### src/design/png_rf_pkg.sv
// package: shared types and constants of the png row filter
`timescale 1ns / 1ps
`default_nettype none

package png_rf_pkg;

    localparam int MAX_ROW_BYTES = 256;
    localparam int NUM_FILTERS   = 5;
    localparam int X_W    = (MAX_ROW_BYTES > 1) ? $clog2(MAX_ROW_BYTES) : 1;
    localparam int N_W    = $clog2(MAX_ROW_BYTES + 1);
    localparam int MEM_DEPTH = 3 * MAX_ROW_BYTES;
    localparam int ADDR_W = $clog2(MEM_DEPTH);
    localparam int Q_DEPTH = 4;
    localparam int Q_AW    = 2;

    localparam logic [2:0] FILT_NONE  = 3'd0;
    localparam logic [2:0] FILT_SUB   = 3'd1;
    localparam logic [2:0] FILT_UP    = 3'd2;
    localparam logic [2:0] FILT_AVG   = 3'd3;
    localparam logic [2:0] FILT_PAETH = 3'd4;
    localparam logic [2:0] MODE_ADAPTIVE = 3'd5;

    localparam logic CFG_ROW_BYTES   = 1'b0;
    localparam logic CFG_FILTER_MODE = 1'b1;

    typedef struct packed {
        logic       req_type;
        logic [7:0] sample;
        logic       image_start;
    } req_t;

    typedef struct packed {
        logic [7:0] out_byte;
        logic       is_type;
        logic       row_end;
        logic       last;
    } rsp_t;

    typedef struct packed {
        logic       emit;
        logic       first;
        logic       emit_last;
        logic       score;
        logic       x0;
        logic       rs1;
        logic       rs2;
        logic       row_done;
        logic [2:0] mode;
        logic [7:0] v;
    } cmd_t;

    typedef struct packed {
        cmd_t       cmd;
        logic [7:0] p;
        logic [7:0] a;
    } qent_t;

endpackage

`default_nettype wire

### src/design/png_rf_queue.sv
// short queue between front end and filter back end
`timescale 1ns / 1ps
`default_nettype none

module png_rf_queue (
    input  wire logic                   clk,
    input  wire logic                   rst_n,
    input  wire logic                   push,
    input  wire png_rf_pkg::qent_t      push_ent,
    input  wire logic                   pop,
    output png_rf_pkg::qent_t           head,
    output logic                        nonempty,
    output logic [png_rf_pkg::Q_AW:0]   count
);
    import png_rf_pkg::*;

    qent_t          ent_reg [Q_DEPTH];
    logic [Q_AW-1:0] wp_reg, rp_reg;
    logic [Q_AW:0]   cnt_reg;

    assign head     = ent_reg[rp_reg];
    assign nonempty = (cnt_reg != '0);
    assign count    = cnt_reg;

    always_ff @(posedge clk or negedge rst_n)
    begin
        if (!rst_n)
        begin
            wp_reg  <= '0;
            rp_reg  <= '0;
            cnt_reg <= '0;
        end
        else
        begin
            if (push)
                wp_reg <= wp_reg + Q_AW'(1);
            if (pop)
                rp_reg <= rp_reg + Q_AW'(1);
            cnt_reg <= cnt_reg + (Q_AW + 1)'(push) - (Q_AW + 1)'(pop);
        end
    end

    always_ff @(posedge clk)
    begin
        if (push)
            ent_reg[wp_reg] <= push_ent;
    end

endmodule

`default_nettype wire

### config.mk
export PLATFORM = sky130hd
export DESIGN_NAME = png_rf_queue
export DESIGN_NICKNAME = d
export VERILOG_FILES = /design/src/design/png_rf_pkg.sv /design/src/design/png_rf_queue.sv
export SDC_FILE = /design/constraint.sdc
export NUM_CORES = 1
export LEC_CHECK = 0
export ABC_AREA = 1
export BUFFER_PORTS_ARGS = -buffer_cell sky130_fd_sc_hd__buf_2
export CAP_MARGIN = 25
export CORE_ASPECT_RATIO = 1.5
export CORE_UTILIZATION = 52
export DETAILED_ROUTE_END_ITERATION = 10
export PLACE_DENSITY = 0.72
export SLEW_MARGIN = 0
export SYNTH_ARGS = -nofsm -noshare
export SYNTH_HDL_FRONTEND = slang
export SYNTH_SLANG_ARGS = --single-unit
### constraint.sdc
create_clock -name clk -period 2.25 [get_ports clk]
set_input_delay 0.45 -clock clk [delete_from_list [all_inputs] [get_ports clk]]
set_output_delay 0.45 -clock clk [all_outputs]
set_load 0.01 [all_outputs]
# [After elaboration in Yosys (flattened, before gate mapping)]
# Memory sizes are Yosys's and may differ from the RTL's.
# Cells that the tools add are included.
[classes] add_sub_neg=4 muxes=2 reduce_logical=1
[ops] cell="$add A2 B1 Y2 const B" n=2
[ops] cell="$add A3 B1 Y3" n=1
[ops] cell="$reduce_bool A3 Y1" n=1
[ops] cell="$sub A3 B1 Y3" n=1
[ops] cell="$mux W1" n=2
[totals] regBits=7 ram_bits=140 inputBits=39 output_inout_bits=39 word_cells=11 memories=1
[memory_table] memory="ent_reg" words=4 width=35 read_ports=1 rd_clocked_by_memory_dff=0 wr=1 line="png_rf_queue.sv:17" source="qent_t ent_reg [Q_DEPTH];"

# [Longest topological paths before layout]
[logic_depth] depth_word=2 ltp_mapped=10 ltp_nobuf=10

# [Worst setup path after synthesis]
# OpenSTA, ideal clock, no wires.
[synth_timing] path_type="input-to-reg" from="input push" to="memory ent_reg[1][0] (netlist name), enable pin" setup_ns=0.390 arrival_time_ns=1.429 required_ns=1.860 path_slack_ns=0.431 path_stages=3 n_path_buf=1 cell_sequence="clkbuf_1 -> nand2_1 -> inv_1"
[synth_between] elab_chain_len=2
[synth_lines] element="from (decl)" line="png_rf_queue.sv:8" source="input wire logic push,"
[synth_lines] element="$mux W1" line="png_rf_queue.sv:45" source="if (push)"
[synth_lines] element="$mux W1 (not written as such)" line="png_rf_queue.sv:46" source="ent_reg[wp_reg] <= push_ent;"
[synth_lines] element="to (decl)" line="png_rf_queue.sv:17"
# Every way passes these cells.

==> metrics <==
status complete, no violations; met3 WL 583 µm; top cells by count, synth 186 x nand2_1, 152 x inv_1, 140 x edfxtp_1, 72 x nand3_1; register area share after synthesis 0.692; Post-synth EDFFs 140; first-pass GRT wire length 19.5 mm; DP Area 0.00687 mm²; Synth Cell Area 0.00633 mm²; CTS tree built; Final HPWL DP 7.61 mm; FP Rows 49; TritonRoute pass-1 iters 4; area grow syn2layout 17.4%; latest clock arrival within the worst-skew pair 0.41 ns; Crit Path Class flip-flop to output port; Net Count, Synth 639; Max Cap Violations 0; WL met2 6.85 mm; PD cells 1310 mW/mm²; Cells after Synth 593; Die ar. 0.0126 mm²; DRT Wirelength 12.3 mm; htree depth 4; detailed router's first-iteration violation count 267; largest net degree at the start of global routing 73; Core ar. 0.0119 mm²; class of the worst hold path input pin to flip-flop; CP arrival 1.66 ns; Final Critical Period 2.11 ns; vias per cell 4.87; Filler Cell Count 914; final core occ 0.625; worst-path fanout max 25; Layout Nets 725; vias 4122; Synth area leader edfxtp_1; Reg clk slew, reported paths 0.06 ns; share of cells above drive strength 1 0.176; Hold Path Stages 2; Max VDD drop 0.918 mV; Finished Cell Area 0.00743 mm²; final-report setup violation count 0; TNS Setup 0 ns; top-count cell post-synth nand2_1; Total GRT Usage 0.207; antenna violations before repair 1; ys async rst share 0.0476; Fin. Hold Viols 0; Pleak 3.53 nW; Die H 137 µm; fmax 474 MHz; DR top layer met4; clock root cell clkbuf_16; max reg flops 140; Worst setup SP type flip-flop; Yosys Warn Count 0; crit end category output port; setup repair after global routing missed its margin no; Slew @ Worst Pin 0.472 ns; Tot Pwr 9.73 mW; vias in the first global route 4101; antenna viol nets, final 0; IO Count 78; Wirelength per Cell 14.6 µm; Sinks on Clock Net 147; IO Port Bufs 77; top_reg_cell synth edfxtp_1; Met1 Wirelength 4.67 mm; CTS buffer count 17; GPL Wtd Cong 0.719; WP data required 1.80 ns; Die Width 92.1 µm; GRT overflow 0; Final Skew 0.00631 ns; Starting Density 0.532; Avg Cell Area, Syn 10.7 µm²; part of the cycle the worst path needs 0.938; share of the synthesized area in the top cell type 0.664; Max Transition Viols Final 0; Slew headroom 0.685; synth top area cells edfxtp_1 66%, nand2_1 11%, inv_1 9.0%, nand3_1 5.7%, dfrtp_1 2.8%; largest buffer count on any clock path 2; Unique masters post-synth 15; flops & latches, synth 147; DRC viols 0; Register-to-Register Path Depth 9
layer usage:
metal	vias up	track usage
met2	104	0.376
met5	-	0
met4	0	0.0938
li1	2009	-
met1	1994	0.228
met3	15	0.0483
timing repair:
action / 4_1_cts / 5_1_grt
buffers inserted: 0 / 0
resized for setup: 0 / 1
hold buffers: 1 / 0
endpoints found under the setup margin: 0 / 3
endpoints found under the hold margin: 7 / 0
cells in the final DEF (no fill, tap or decap), drive strengths merged:
cell,instances
buf,89
bufinv,2
clkbuf,19
clkinv,8
clkinvlp,3
dfrtp,7
diode,1
dlygate4sd3,1
edfxtp,140
fa,1
ha,6
inv,154
nand2,186
nand3,72
o21ai,1
xor2,3
cells by family after synthesis:
| family | synth area share |
|---|---|
| DFF | 0.692 |
| adders and majority gates | 0.0150 |
| xor gates and xnor gates | 0.00415 |
| AOI/OAI and AO/OA | 0.000790 |
| and+or+nand+nor | 0.167 |
| buffers and inverters | 0.121 |
per-stage QoR:
step	setup WS [ns]	hold WS, ns	cells
after floorplan	0.431	0.154	593
after global placement	0.467	0.288	812
after detailed placement	0.407	0.296	812
after CTS	0.0509	0.243	845
after global routing	0.0380	0.244	845
final	0.140	0.253	846
where the power goes:
part           leakage [nW]  switching, mW  total [mW]  internal, mW
logic                  1.90           2.22        3.37          1.15
clock network         0.262          0.997        2.60          1.60
registers              1.37          0.165        3.76          3.59
total                  3.53           3.38        9.73          6.35
cell type report:
type	count	area (µm²)	share of cell area
Sequential cell	147	4380	0.589
Multi-Input combinational cell	269	1180	0.159
Inverter	154	586	0.0788
Timing Repair Buffer	90	536	0.0721
Clock buffer	19	433	0.0583
Tap cell	153	191	0.0258
Clock inverter	13	118	0.0158
Antenna cell	1	2.50	0.000337
worst max-delay path, cell delays in order, from the launching register on:
cell and delay [ns]:
dfrtp_2 0.44, inv_6 0.21, buf_4 0.23, nand2_1 0.08, nand3_1 0.07, nand2_1 0.07
buf_2 0.14
final timing paths:
kind / to / startpoint / slack, ns
hold / removal: rp_reg[0] / pop / 0.25
hold reg to reg: count[2] / count[2] / 0.51
min in group asynchronous: count[0] / rst_n / 0.41
max in group asynchronous: rp_reg[0] / rst_n / 1.67
setup reg to reg: count[2] / count[0] / 0.56
setup / recovery: head[34] / rp_reg[0] / 0.14
No activity file was read; power rests on OpenSTA's default activity.
